<file path="config.mk">
export PLATFORM = sky130hd
export DESIGN_NAME = lbsd_ctrl
export DESIGN_NICKNAME = d
export VERILOG_FILES = /design/src/hdl/lbsd_pkg.sv /design/src/hdl/lbsd_ctrl.sv
export SDC_FILE = /design/constraint.sdc
export NUM_CORES = 1
export LEC_CHECK = 0
export ABC_AREA = 1
export BUFFER_PORTS_ARGS = -buffer_cell sky130_fd_sc_hd__buf_4
export CAP_MARGIN = 10
export CORE_AREA = 2 2 39 41
export CTS_BUF_LIST = sky130_fd_sc_hd__clkbuf_4 sky130_fd_sc_hd__clkbuf_8
export CTS_CLUSTER_DIAMETER = 40
export DETAILED_ROUTE_END_ITERATION = 6
export DIE_AREA = 0 0 41 43
export MAX_ROUTING_LAYER = met4
export PLACE_DENSITY_LB_ADDON = 0.1
export RECOVER_POWER = 100
export SETUP_SLACK_MARGIN = 0.15
export SYNTH_ARGS = -nofsm -noshare
export SYNTH_HDL_FRONTEND = slang
export SYNTH_SLANG_ARGS = --single-unit
</file>
<file path="constraint.sdc">
create_clock -name i_clk -period 3.47 [get_ports i_clk]
set_input_delay 0.694 -clock i_clk [delete_from_list [all_inputs] [get_ports i_clk]]
set_output_delay 0.694 -clock i_clk [all_outputs]
set_load 0.005 [all_outputs]
</file>
<file path="src/hdl/lbsd_pkg.sv">
// Shared types and constants of the LZSS block stream decoder.
package lbsd_pkg;

    localparam int WINDOW_SIZE_DEF  = 4096;
    localparam int MAX_MATCH        = 18;
    localparam int MIN_MATCH        = 3;
    localparam int TOKENS_PER_FLAG  = 8;
    localparam logic [7:0] FILL_BYTE = 8'h20;

    typedef logic [7:0] t_byte;

    typedef enum logic [2:0] {
        PH_HDR_HI,
        PH_HDR_LO,
        PH_RAW,
        PH_FLAG,
        PH_TOKEN,
        PH_MATCH,
        PH_COPY_RD,
        PH_COPY_WR
    } t_phase;

    typedef struct packed {
        logic load_hdr_hi;
        logic load_len;
        logic block_start;
        logic dec_left;
        logic load_flag;
        logic load_offset;
        logic load_match;
        logic emit_in;
        logic put_in;
        logic next_token;
        logic copy_rd;
        logic copy_wr;
        logic clear_count;
    } t_cmd;

    typedef struct packed {
        logic hdr_zero;
        logic hdr_neg;
        logic left_one;
        logic left_zero;
        logic flag_bit;
        logic tok_one;
        logic copy_one;
        logic out_free;
    } t_status;

endpackage

</file>
<file path="src/hdl/lbsd_ctrl.sv">
// Parser and copy sequencer of the LZSS block stream decoder.
module lbsd_ctrl (
    input  logic             i_clk,
    input  logic             i_rst_n,
    input  logic             i_in_valid,
    input  logic             i_in_last,
    input  lbsd_pkg::t_status i_status,
    output logic             o_in_stall,
    output lbsd_pkg::t_cmd   o_cmd
);
    import lbsd_pkg::*;

    t_phase r_phase, n_phase;
    logic   r_halted, n_halted;
    logic   r_last, n_last;
    logic   accepting;
    logic   in_fire;

    always_ff @(posedge i_clk) begin
        if (!i_rst_n) begin
            r_phase  <= PH_HDR_HI;
            r_halted <= 1'b0;
            r_last   <= 1'b0;
        end else begin
            r_phase  <= n_phase;
            r_halted <= n_halted;
            r_last   <= n_last;
        end
    end

    always_comb begin
        n_phase   = r_phase;
        n_halted  = r_halted;
        n_last    = r_last;
        o_cmd     = '0;
        accepting = (r_phase != PH_COPY_RD) && (r_phase != PH_COPY_WR) && i_status.out_free;
        in_fire   = i_in_valid && accepting;
        o_in_stall = !accepting;

        if (in_fire) begin
            if (!r_halted) begin
                unique case (r_phase)
                    PH_HDR_HI: begin
                        o_cmd.load_hdr_hi = 1'b1;
                        n_phase = PH_HDR_LO;
                    end
                    PH_HDR_LO: begin
                        if (i_status.hdr_zero) begin
                            n_halted = 1'b1;
                            n_phase  = PH_HDR_HI;
                        end else begin
                            o_cmd.load_len = 1'b1;
                            if (i_status.hdr_neg) begin
                                n_phase = PH_RAW;
                            end else begin
                                o_cmd.block_start = 1'b1;
                                n_phase = PH_FLAG;
                            end
                        end
                    end
                    PH_RAW: begin
                        o_cmd.emit_in  = 1'b1;
                        o_cmd.dec_left = 1'b1;
                        n_phase = i_status.left_one ? PH_HDR_HI : PH_RAW;
                    end
                    PH_FLAG: begin
                        o_cmd.load_flag = 1'b1;
                        o_cmd.dec_left  = 1'b1;
                        n_phase = i_status.left_one ? PH_HDR_HI : PH_TOKEN;
                    end
                    PH_TOKEN: begin
                        o_cmd.dec_left = 1'b1;
                        if (i_status.flag_bit) begin
                            o_cmd.emit_in    = 1'b1;
                            o_cmd.put_in     = 1'b1;
                            o_cmd.next_token = 1'b1;
                            if (i_status.left_one) begin
                                n_phase = PH_HDR_HI;
                            end else begin
                                n_phase = i_status.tok_one ? PH_FLAG : PH_TOKEN;
                            end
                        end else begin
                            o_cmd.load_offset = 1'b1;
                            n_phase = i_status.left_one ? PH_HDR_HI : PH_MATCH;
                        end
                    end
                    PH_MATCH: begin
                        // start the copy; end-of-stream clearing waits for it
                        o_cmd.dec_left   = 1'b1;
                        o_cmd.load_match = 1'b1;
                        n_last  = i_in_last;
                        n_phase = PH_COPY_RD;
                    end
                    default: begin
                        n_phase = PH_HDR_HI;
                    end
                endcase
            end
            if (i_in_last && !(r_phase == PH_MATCH && !r_halted)) begin
                n_phase  = PH_HDR_HI;
                n_halted = 1'b0;
                o_cmd.clear_count = 1'b1;
            end
        end else if (r_phase == PH_COPY_RD) begin
            o_cmd.copy_rd = 1'b1;
            n_phase = PH_COPY_WR;
        end else if (r_phase == PH_COPY_WR && i_status.out_free) begin
            o_cmd.copy_wr = 1'b1;
            if (i_status.copy_one) begin
                o_cmd.next_token = 1'b1;
                if (i_status.left_zero) begin
                    n_phase = PH_HDR_HI;
                end else begin
                    n_phase = i_status.tok_one ? PH_FLAG : PH_TOKEN;
                end
                if (r_last) begin
                    n_phase  = PH_HDR_HI;
                    n_halted = 1'b0;
                    n_last   = 1'b0;
                    o_cmd.clear_count = 1'b1;
                end
            end else begin
                n_phase = PH_COPY_RD;
            end
        end
    end

endmodule

</file>
# [After elaboration in Yosys (flattened, before gate mapping)]
# Index checks and enable logic that the tools add are counted.
[classes] eq_ne=13 n_mux=58 n_reduce_logical=18
[ops] operator="two-way mux 3 bit" n=15
[ops] operator="two-way mux 1 bit" n=32
[ops] operator="case mux 3 bit (6 select lines)" n=1
[ops] operator="two-way mux 2 bit" n=7
[ops] operator="equality test 3 bit (second input constant)" n=4
[ops] operator="two-way mux 10 bit" n=1
[ops] operator="two-way mux 9 bit" n=1
[ops] operator="equality test 3 x 2 -> 1 bit (second input constant)" n=2
[ops] operator="logical AND 1 bit" n=6
[ops] operator="inequality test 3 bit (second input constant)" n=2
[ops] operator="nonzero test 2 bit" n=3
[ops] operator="AND reduction 5 bit" n=1
[ops] operator="inequality test 2 bit (second input constant)" n=2
[ops] operator="AND reduction 4 bit" n=1
[ops] operator="OR reduction 4 bit" n=1
[ops] operator="equality test 3 x 1 -> 1 bit (second input constant)" n=1
[ops] operator="logical NOT 1 bit" n=3
[ops] operator="logical NOT 3 bit" n=1
[ops] operator="inequality test 3 x 2 -> 1 bit (second input constant)" n=1
[ops] operator="nonzero test 3 bit" n=1
[ops] operator="inequality test 2 x 1 -> 1 bit (second input constant)" n=1
[ops] operator="case mux 1 bit (2 select lines)" n=1
[ops] operator="AND reduction 2 bit" n=1
[word_totals] ff_bits=5 inputBits=12 output_inout_bits=14 elab_cells=92

# [Logic depth before layout (Yosys ltp)]
# Gate-level depths: netlist of the first run.
[depth] ltp_word=7 ltp_mapped=10

# [Worst setup path before layout of the first run]
# OpenSTA, ideal clock, no wires.
[synth_path] kind="input-to-output" startpoint="input port i_in_valid" endpoint="output port o_cmd[7] in the netlist's numbering" arrival_time_ps=1284 required_ps=2776 slack_ps=1492 path_stages=4 n_path_buf=0 path_cell_list="nand3_2 inv_1 nand2_2 nor4_1"
[synth_lines] element="start: declaration" line="lbsd_ctrl.sv:5" source="input logic i_in_valid,"
[synth_lines] element="end: declaration" line="lbsd_ctrl.sv:9" source="output lbsd_pkg::t_cmd o_cmd"

==> results of run 1 <==
==> area by class of cell <==
type,count,area [µm²]
well taps,16,20.0
multi-input cells,85,404
clock buffers,4,30.0
repair buffers,25,188
inverters,19,71.3
flip-flops and latches,5,100
fillers,151,571
==> how the worst min path moves through the flow <==
stage                          end  slack (ns)  cells after the start
after floorplan             r_last        0.48                      2
after global placement    r_halted        0.53                      2
after detailed placement  r_halted        0.53                      2
after CTS                 r_halted        0.54                      2
after global routing      r_halted        0.55                      2
final                     r_halted        0.53                      2
==> per-stage QoR <==
stage	cells	worst slack [ns]	total power [mW]	util, %
after detailed placement	150	0.970	0.130	58.8
after floorplan	113	1.49	0.109	-
after global routing	154	0.476	0.213	58.8
final	154	0.724	0.201	58.8
after CTS	154	0.909	0.206	60.9
after global placement	150	1.06	0.129	58.8
==> cell usage after synthesis (all sizes together) <==
library cell,instances,area share [%]
nor4,2,1.9
dfxtp,5,16
buf,4,6.0
o21ai,6,4.7
nand3,10,11
nand2,35,23
o22ai,1,0.97
a21oi,11,9.7
nand4,2,2.9
nor3,2,1.6
inv,19,11
nor2,16,12
==> placed cells by master, fill, tap and decap left out, types with 4 or more instances in the layout <==
cell,n
a21oi_1,10
buf_4,17
clkbuf_4,12
dfxtp_1,5
inv_1,17
nand2_1,33
nand3_1,8
nor2_1,13
o21ai_0,4
==> per-layer routing <==
layer,track usage [%],up-vias,share of wire [%]
li1,-,407,-
met1,26.0,351,45
met2,33.4,23,51
met3,4.71,0,4.3
met4,4.00,0,0
met5,-,-,0
==> where the power goes <==
part           switching [mW]  total, mW  internal [mW]
Clock                  0.0230     0.0742         0.0512
Combinational          0.0321     0.0582         0.0261
Sequential            0.00777     0.0682         0.0605
==> cells by family after synthesis <==
group	count (synthesis)	synth area share, %
and+or+nand+nor	67	52.0
buffers and inverters	23	17.1
AOI/OAI and AO/OA	18	15.3
DFF	5	15.5
==> state kept, by name, indices dropped and copies added (netlist names) <==
register	cells
r_phase	3
r_halted	1
r_last	1
==> tightest hold or removal path: stages, from the launching register on <==
cell	delay (ns)
dfxtp_1	0.34
o21ai_0	0.08
a21oi_1	0.06
==> out/qor.yml, run 1 <==
worst_setup_path:
  cp_top_family: "simple AND/OR/NAND/NOR gates"
  criticalPathCategory: "flop to output port"
  end_kind: "output port"
  crit_chain: "nand2_2 > nand3_1 > inv_1 > nand2_1 > nor4_1 > buf_4"
  slowest_delay_ns: 0.45
  critPathLaunch: "r_phase[2]"
  slowest_stage: "dfxtp_1"
  crit_path_end: "o_cmd[7]"
  path_depth: 6
  r2r.worst_path.cells: 8
  r2r-end: "r_phase[2]"
  arrival_ns: 2.05
  path_buf_inv: 2
  path_max_fanout: 11
  r2r-start: "r_phase[2]"
  cp.required_ns: 2.78
  worstSetupStartpointType: "flop"
  rrSetupSlack_ns: 1.61
clock_tree:
  cts_setup_buffers: 0
  cts.sinks: 5
  htreeDepth: 1
  cts_repair_resize_count: 0
  clk_latency_ns: 0.24
  hold_buffers: 0
  clk_pin_slew_worst_paths_ns: 0.05
  ctsLongestPathBuffers: 2
  cts_buffers: 3
  cts_tree: "built"
  root_buffer: "clkbuf_4"
timing:
  hold_ws_ns: 0.531
  slew_headroom_pct: 66.7
  rsz0062_at_grt: "false"
  fmax_mhz: 364
  fin_crit_sh_pct: 79.1
  setup_tns_ns: 0
  hold_viol: 0
  drv_slew: 0
  fin_crit_ns: 2.75
  finalClockSkew_ns: 0.00706
  final-setup-viol-count: 0
  tightestPinTransition_ns: 0.498
synth:
  synth-seq-cells: 5
  syn_area_um2: 644
  syn_nets: 125
  yosys_warnings: 0
  synth.distinct_cells: 22
  avgSynthCellArea_um2: 5.70
  syn_inst: 113
  synth-seq-area-share_pct: 15.5
placement:
  gp_congestion: 0.881
  dp_hpwl_um: 1320
  placed_area_um2: 813
  port_buffers: 25
power:
  leakage_nw: 0.445
  power_density_nw_per_um2: 247
  peakVddDrop_mv: 0.279
hold_path:
  holdCritPathClass: "flop to flop"
  hp-start: "r_halted"
route:
  drt_wl_total_um: 1620
  drc_errors: 0
  drt-wirelength-per-cell_um: 10.5
  firstDrtPassIters: 4
  viasPerCell: 5.07
  detail-route-antenna-nets: 0
  drt_iter0_drc: 14
  routed-via-count: 781
finish:
  num_antenna_cells: 0
  finish.instance_area_um2: 813
  nets: 151
  syn2layout_area_growth_pct: 26.2
  layout-drive-gt1-share_pct: 28.3
global_route:
  grt_pass1_wl_um: 2540
  grt_overflow: 0
  grt_max_degree: 12
  grt_pass1_vias: 657
  antenna_found_initial: 0
  track_usage_pct: 20.8
floorplanning:
  start_util_pct: 46.6
  top_level_ports: 26
  num_rows: 14
  fp.dieH_um: 43
  core_area_um2: 1380
  floorplan.die_area_um2: 1760
  die_w_um: 41
run_status:
  status: "complete, no violations"
job:
  cap_violations: 0
Power figures use the tool's default switching activity.
==> run 2, diff against run 1 <==
--- a/config.mk
+++ b/config.mk
@@ -8,11 +8,11 @@
 export ABC_AREA = 1
 export BUFFER_PORTS_ARGS = -buffer_cell sky130_fd_sc_hd__buf_4
 export CAP_MARGIN = 10
-export CORE_AREA = 2 2 39 41
+export CORE_MARGIN = 2
+export CORE_UTILIZATION = 49
 export CTS_BUF_LIST = sky130_fd_sc_hd__clkbuf_4 sky130_fd_sc_hd__clkbuf_8
 export CTS_CLUSTER_DIAMETER = 40
 export DETAILED_ROUTE_END_ITERATION = 6
-export DIE_AREA = 0 0 41 43
 export MAX_ROUTING_LAYER = met4
 export PLACE_DENSITY_LB_ADDON = 0.1
 export RECOVER_POWER = 100
==> constraint.sdc (replaced) <==
create_clock -name i_clk -period 2.7 [get_ports i_clk]
set_input_delay 0.54 -clock i_clk [delete_from_list [all_inputs] [get_ports i_clk]]
set_output_delay 0.54 -clock i_clk [all_outputs]
set_load 0.005 [all_outputs]
==> run 2 against run 1 <==
Net effect: clock skew fell by 0.0039 ns; combinational power rose by 33%; non-clock buffer count did not move; sequential share of layout area fell by 0.22 points; global-route usage rose by 2.4 points; first-iteration DRC count rose by 14%; largest power group unchanged; register-to-register slack got worse by 0.63 ns; worst setup slack got worse by 0.38 ns; sequential power rose by 28%; clock power rose by 34%; critical path type unchanged.
==> out/qor.yml, run 2 (same netlist as run 1, synthesis figures left out) <==
clock_tree:
  clk_pin_slew_worst_paths_ns: 0.05  # about the same
  ctsLongestPathBuffers: 2  # unchanged
  cts_tree: "built"
  cts_setup_buffers: 0  # unchanged
  htreeDepth: 1  # unchanged
  cts.sinks: 5  # unchanged
  cts_buffers: 3  # unchanged
  clk_latency_ns: 0.25  # about the same
  root_buffer: "clkbuf_4"
route:
  viasPerCell: 5.05  # -0.51%
  drt_iter0_drc: 16  # +2
  detail-route-antenna-nets: 0  # unchanged
  drt-wirelength-per-cell_um: 10.8  # +2.4%
  routed-via-count: 772  # -1.2%
  drt_wl_total_um: 1650  # +1.7%
  drc_errors: 0  # unchanged
  firstDrtPassIters: 4  # unchanged
timing:
  setup_tns_ns: 0  # unchanged
  slew_headroom_pct: 69.7  # +2.9 points
  hold_viol: 0  # unchanged
  final-setup-viol-count: 0  # unchanged
  fmax_mhz: 425
  finalClockSkew_ns: 0.00319  # -0.00386 ns
  fin_crit_ns: 2.35
  final.setup.worst_slack_ns: 0.346  # -0.378 ns
  hold_ws_ns: 0.522  # -0.00877 ns
  tightestPinTransition_ns: 0.454  # -0.0439 ns
  drv_slew: 0  # unchanged
  fin_crit_sh_pct: 87.2
  rsz0062_at_grt: "false"
power:
  internal_power_mw: 0.178  # +29%
  pwr-share-seq_pct: 33.0  # -1.0 points
  power_frac_clock_pct: 37.7  # +0.7 points
  power_density_nw_per_um2: 319  # +29%
  leakage_nw: 0.446  # +0.38%
  sw_frac_of_total_pct: 32.5  # +1.2 points
  combinationalPowerShare_pct: 29.3  # +0.3 points
  p_sw_mw: 0.0858  # +36%
  peakVddDrop_mv: 0.287  # +2.8%
finish:
  fill_cells: 136  # -9.9%
  final_util_pct: 65.3  # +6.5 points
  syn2layout_area_growth_pct: 28.5
  regMostFlops: "r_phase"
  num_antenna_cells: 0  # unchanged
  layout-drive-gt1-share_pct: 30.4  # +2.2 points
  layout_commonest_cell: "nand2_1"
  largest_register_ffs: 3  # unchanged
  layout_common_cells: "nand2_1 (32), inv_1 (17), buf_4 (16)"
  layout.area.seq_um2: 100  # unchanged
  multi_input_area_um2: 420  # +4.0%
  reg_top3: "r_phase x3, r_halted x1, r_last x1"
  nets: 151  # unchanged
placement:
  gp_congestion: 0.867  # -1.6%
  dp_hpwl_um: 1370  # +4.0%
  port_buffers: 25  # unchanged
  pre_cts_ws_ns: 0.545  # -0.425 ns
floorplanning:
  floorplan.die_area_um2: 1620  # -8.0%
  num_rows: 13  # -1
  top_level_ports: 26  # unchanged
  start_util_pct: 50.8  # +4.2 points
  fp.dieH_um: 40.3  # -6.4%
  core_area_um2: 1270  # -8.3%
  die_w_um: 40.3  # -1.8%
worst_setup_path:
  end_kind: "output port"
  arrival_ns: 1.81  # -0.24 ns
  slowest_delay_ns: 0.44  # about the same
  criticalPathCategory: "flop to output port"
  cp_top_family: "simple AND/OR/NAND/NOR gates"
  path_buf_inv: 2  # unchanged
  crit_chain: "nand2_1 > nand3_2 > inv_1 > nand2_2 > nor4_1 > buf_4"
  cp.required_ns: 2.16  # -0.62 ns
  path_max_fanout: 11  # unchanged
  worstSetupStartpointType: "flop"
  slowest_stage: "dfxtp_1"
job:
  cap_violations: 0  # unchanged
global_route:
  grt_pass1_vias: 634  # -3.5%
  track_usage_pct: 23.3  # +2.4 points
  grt_overflow: 0  # unchanged
  grt_max_degree: 12  # unchanged
  antenna_found_initial: 0  # unchanged
  grt_pass1_wl_um: 2460  # -3.3%
run_status:
  status: "complete, no violations"
hold_path:
  holdCritPathClass: "flop to flop"
-- run 2: cell count changes in the layout (fill, tap and decap cells not counted) --
cell / previous run / this run
a21oi_1: 10 / 9
a21oi_2: 1 / 2
nand3_2: 2 / 3
clkbuf_4: 12 / 13
buf_4: 17 / 16
nand2_4: 0 / 1
nand2_1: 33 / 32
nand3_1: 8 / 7
-- run 2: worst paths after layout --
kind / from / endpoint / slack [ns] / cells past startpoint
max: r_phase[2] / o_cmd[7] / 0.35 / 6
min: r_last / r_last / 0.52 / 2
min reg2reg: r_last / r_last / 0.52 / 2
max reg2reg: r_phase[2] / r_phase[0] / 0.98 / 8
-- run 2: routing by layer --
layer | up-vias | track usage (%) | part of all wire (%)
met2 | 23 | 39.9 | 51
met4 | 0 | 10.8 | 1.2
met3 | 2 | 3.33 | 5.7
li1 | 413 | - | -
met5 | - | - | 0
met1 | 334 | 26.4 | 42
-- run 2: final cells by class --
| type | instances | area share (%) |
|---|---|---|
| Timing Repair Buffer | 25 | 22.7 |
| Sequential cell | 5 | 12.1 |
| Inverter | 19 | 8.61 |
| Clock buffer | 4 | 3.63 |
| Tap cell | 15 | 2.27 |
| Multi-Input combinational cell | 85 | 50.8 |
-- run 2: worst reg2reg max path: stages, from the launching register on --
cell     delay (ns)
dfxtp_1        0.59
nand2_1        0.16
nand3_2        0.21
inv_1          0.16
nand3_1        0.14
nand2_4        0.09
nor2_1         0.12
nand2_1        0.08
a21oi_2        0.10
-- run 2: timing repair --
item	4_1_cts	5_1_grt
gates resized for setup	0	1
setup endpoints to repair	0	1
hold buffers	0	0
-- run 2: metrics by stage --
stage                     instances  power (mW)  instance area, µm²
final                           153       0.264                 828
after global routing            153       0.281                 828
after CTS                       153       0.269                 842
after detailed placement        149       0.167                 812
after global placement          149       0.166                 812
after floorplan                 113       0.140                 644
-- run 2: power by group through the flow --
| stage | clock network (mW) | registers, mW | logic, mW |
|---|---|---|---|
| after detailed placement | 0 | 0.0890 | 0.0784 |
| after global placement | 0 | 0.0891 | 0.0768 |
| final | 0.0996 | 0.0871 | 0.0774 |
| after CTS | 0.102 | 0.0876 | 0.0788 |
| after global routing | 0.105 | 0.0878 | 0.0876 |
| after floorplan | 0 | 0.0807 | 0.0595 |
==> run 3, diff against run 2 <==
--- a/config.mk
+++ b/config.mk
@@ -9,7 +9,7 @@
 export BUFFER_PORTS_ARGS = -buffer_cell sky130_fd_sc_hd__buf_4
 export CAP_MARGIN = 10
 export CORE_MARGIN = 2
-export CORE_UTILIZATION = 49
+export CORE_UTILIZATION = 44
 export CTS_BUF_LIST = sky130_fd_sc_hd__clkbuf_4 sky130_fd_sc_hd__clkbuf_8
 export CTS_CLUSTER_DIAMETER = 40
 export DETAILED_ROUTE_END_ITERATION = 6
==> constraint.sdc (replaced) <==
create_clock -name i_clk -period 1.95 [get_ports i_clk]
set_input_delay 0.39 -clock i_clk [delete_from_list [all_inputs] [get_ports i_clk]]
set_output_delay 0.39 -clock i_clk [all_outputs]
set_load 0.005 [all_outputs]
==> run 3 against run 2 <==
Net effect: hold slack got worse by 0.11 ns; critical path depth increased by 1; clock power rose by 39%; die area increased by 10%; sequential share of layout area is 0.15 points higher; first-iteration DRC count increased by 63%; design area up 7.4%; sequential power rose by 39%; via count is 2.6% higher.
==> out/qor.yml, run 3 (same netlist as run 1, synthesis figures left out) <==
worst_setup_path:
  r2r.worst_path.cells: 8  # unchanged
  slowest_stage: "dfxtp_2"
  path_buf_inv: 3  # +1
  slowest_delay_ns: 0.47  # +0.03 ns
  cp_top_family: "flip-flops"
  criticalPathCategory: "flop to output port"
  end_kind: "output port"
  crit_chain: "inv_1 > nand3_2 > nor2_2 > inv_2 > nand2_2 > o22ai_1 > clkbuf_4"
  path_depth: 7  # +1
  r2r-start: "r_phase[1]"
  r2r-end: "r_phase[0]"
  crit_path_end: "o_cmd[0]"
  arrival_ns: 1.40  # -0.41 ns
  critPathLaunch: "r_phase[1]"
  worstSetupStartpointType: "flop"
  cp.required_ns: 1.56  # -0.60 ns
  rrSetupSlack_ns: 0.51  # -0.47 ns
  path_max_fanout: 9  # -2
timing:
  rsz0062_at_grt: "false"
  finalClockSkew_ns: 0.00457  # +0.00138 ns
  drv_slew: 0  # unchanged
  hold_viol: 0  # unchanged
  setup_tns_ns: 0  # unchanged
  fin_crit_ns: 1.79
  slew_headroom_pct: 83.8  # +14 points
  fin_crit_sh_pct: 91.8
  tightestPinTransition_ns: 0.241  # -0.213 ns
  fmax_mhz: 559
  final-setup-viol-count: 0  # unchanged
placement:
  dp_hpwl_um: 1390  # +1.8%
  port_buffers: 25  # unchanged
  gp_congestion: 0.905  # +4.3%
  placed_area_um2: 827  # +1.8%
clock_tree:
  ctsLongestPathBuffers: 2  # unchanged
  cts_setup_buffers: 0  # unchanged
  hold_buffers: 0  # unchanged
  clk_latency_ns: 0.25  # about the same
  cts.sinks: 5  # unchanged
  clk_pin_slew_worst_paths_ns: 0.05  # about the same
  root_buffer: "clkbuf_4"
  cts_buffers: 3  # unchanged
  cts_tree: "built"
  htreeDepth: 1  # unchanged
route:
  detail-route-antenna-nets: 0  # unchanged
  drt_wl_total_um: 1740  # +5.3%
  viasPerCell: 5.11  # +1.3%
  drt-wirelength-per-cell_um: 11.2  # +4.0%
  firstDrtPassIters: 4  # unchanged
  routed-via-count: 792  # +2.6%
  drt_iter0_drc: 26  # +10
  drc_errors: 0  # unchanged
finish:
  syn2layout_area_growth_pct: 38.1
  reg_top3: "r_phase x3, r_halted x1, r_last x1"
  layout_commonest_cell: "nand2_1"
  largest_register_ffs: 3  # unchanged
  layout-drive-gt1-share_pct: 37.9  # +7.4 points
  finish.instance_area_um2: 890  # +7.4%
  regMostFlops: "r_phase"
  num_antenna_cells: 0  # unchanged
  layout_common_cells: "nand2_1 (31), buf_4 (23), inv_1 (16)"
  nets: 153  # +1.3%
floorplanning:
  num_rows: 13  # unchanged
  die_w_um: 42.3  # +5.0%
  fp.dieH_um: 42.3  # +5.0%
  start_util_pct: 48.3  # -2.5 points
  floorplan.die_area_um2: 1790  # +10%
  top_level_ports: 26  # unchanged
  core_area_um2: 1330  # +5.1%
hold_path:
  holdCritPathClass: "input port to flop"
global_route:
  antenna_found_initial: 0  # unchanged
  grt_overflow: 0  # unchanged
  track_usage_pct: 19.7  # -3.6 points
  grt_max_degree: 12  # unchanged
  grt_pass1_vias: 671  # +5.8%
  grt_pass1_wl_um: 2740  # +12%
power:
  power_density_nw_per_um2: 423  # +33%
  peakVddDrop_mv: 0.542  # +89%
  total_power_mw: 0.376  # +43%
  leakage_nw: 0.472  # +5.7%
run_status:
  status: "complete, no violations"
job:
  cap_violations: 0  # unchanged
==> run 3: layer usage <==
metal | wire length (µm) | share of wire [%] | vias up | global-route usage [%]
met1 | 729 | 42 | 354 | 23.3
met2 | 908 | 52 | 23 | 34.5
met3 | 92 | 5.3 | 2 | 3.88
met5 | 0 | 0 | - | -
met4 | 8 | 0.46 | 0 | 3.75
li1 | - | - | 413 | -
==> run 3: power by group <==
| part | internal, mW | total [mW] | switching (mW) | leakage (nW) |
|---|---|---|---|---|
| combinational | 0.0522 | 0.117 | 0.0650 | 0.411 |
| clock | 0.0915 | 0.138 | 0.0464 | 0.0184 |
| sequential | 0.107 | 0.121 | 0.0146 | 0.0427 |
| total | 0.251 | 0.376 | 0.126 | 0.472 |
==> run 3: worst min path at each step <==
stage | startpoint | endpoint | slack [ns] | cells past startpoint
after global routing | i_rst_n | r_last | 0.41 | 3
after floorplan | r_last | r_last | 0.48 | 2
after CTS | i_rst_n | r_last | 0.40 | 3
after global placement | r_last | r_last | 0.53 | 2
final | i_rst_n | r_last | 0.42 | 3
after detailed placement | r_last | r_last | 0.52 | 2
==> run 3: per-stage QoR <==
step | setup slack [ns] | hold slack (ns) | instances | util (%)
3_5_place_dp | 0.228 | 0.524 | 151 | 62.0
4_1_cts | 0.134 | 0.403 | 155 | 65.5
6_report | 0.160 | 0.415 | 155 | 66.7
5_1_grt | 0.0868 | 0.410 | 155 | 66.7
3_3_place_gp | 0.279 | 0.527 | 151 | 62.0
2_1_floorplan | 0.492 | 0.477 | 113 | -
==> run 3: area by class of cell <==
class                           instances  area, µm²
Tap cell                               15       18.8
Clock buffer                            4       30.0
Sequential cell                         5        109
Multi-Input combinational cell         85        458
Inverter                               19       71.3
Fill cell                             139        444
Timing Repair Buffer                   27        203
==> run 3: worst register-to-register path, stage by stage, from the launching register on <==
cell and delay (ns):
dfxtp_2 0.47, nand2_1 0.11, nand3_1 0.13, buf_4 0.19, nand2_1 0.08, a21oi_1 0.17
nor2_1 0.05, nand2_1 0.07, a21oi_2 0.05
==> run 3: repair_timing <==
action	CTS	global route
pin swaps	0	1
gates resized for setup	5	10
endpoints found under the setup margin	11	10
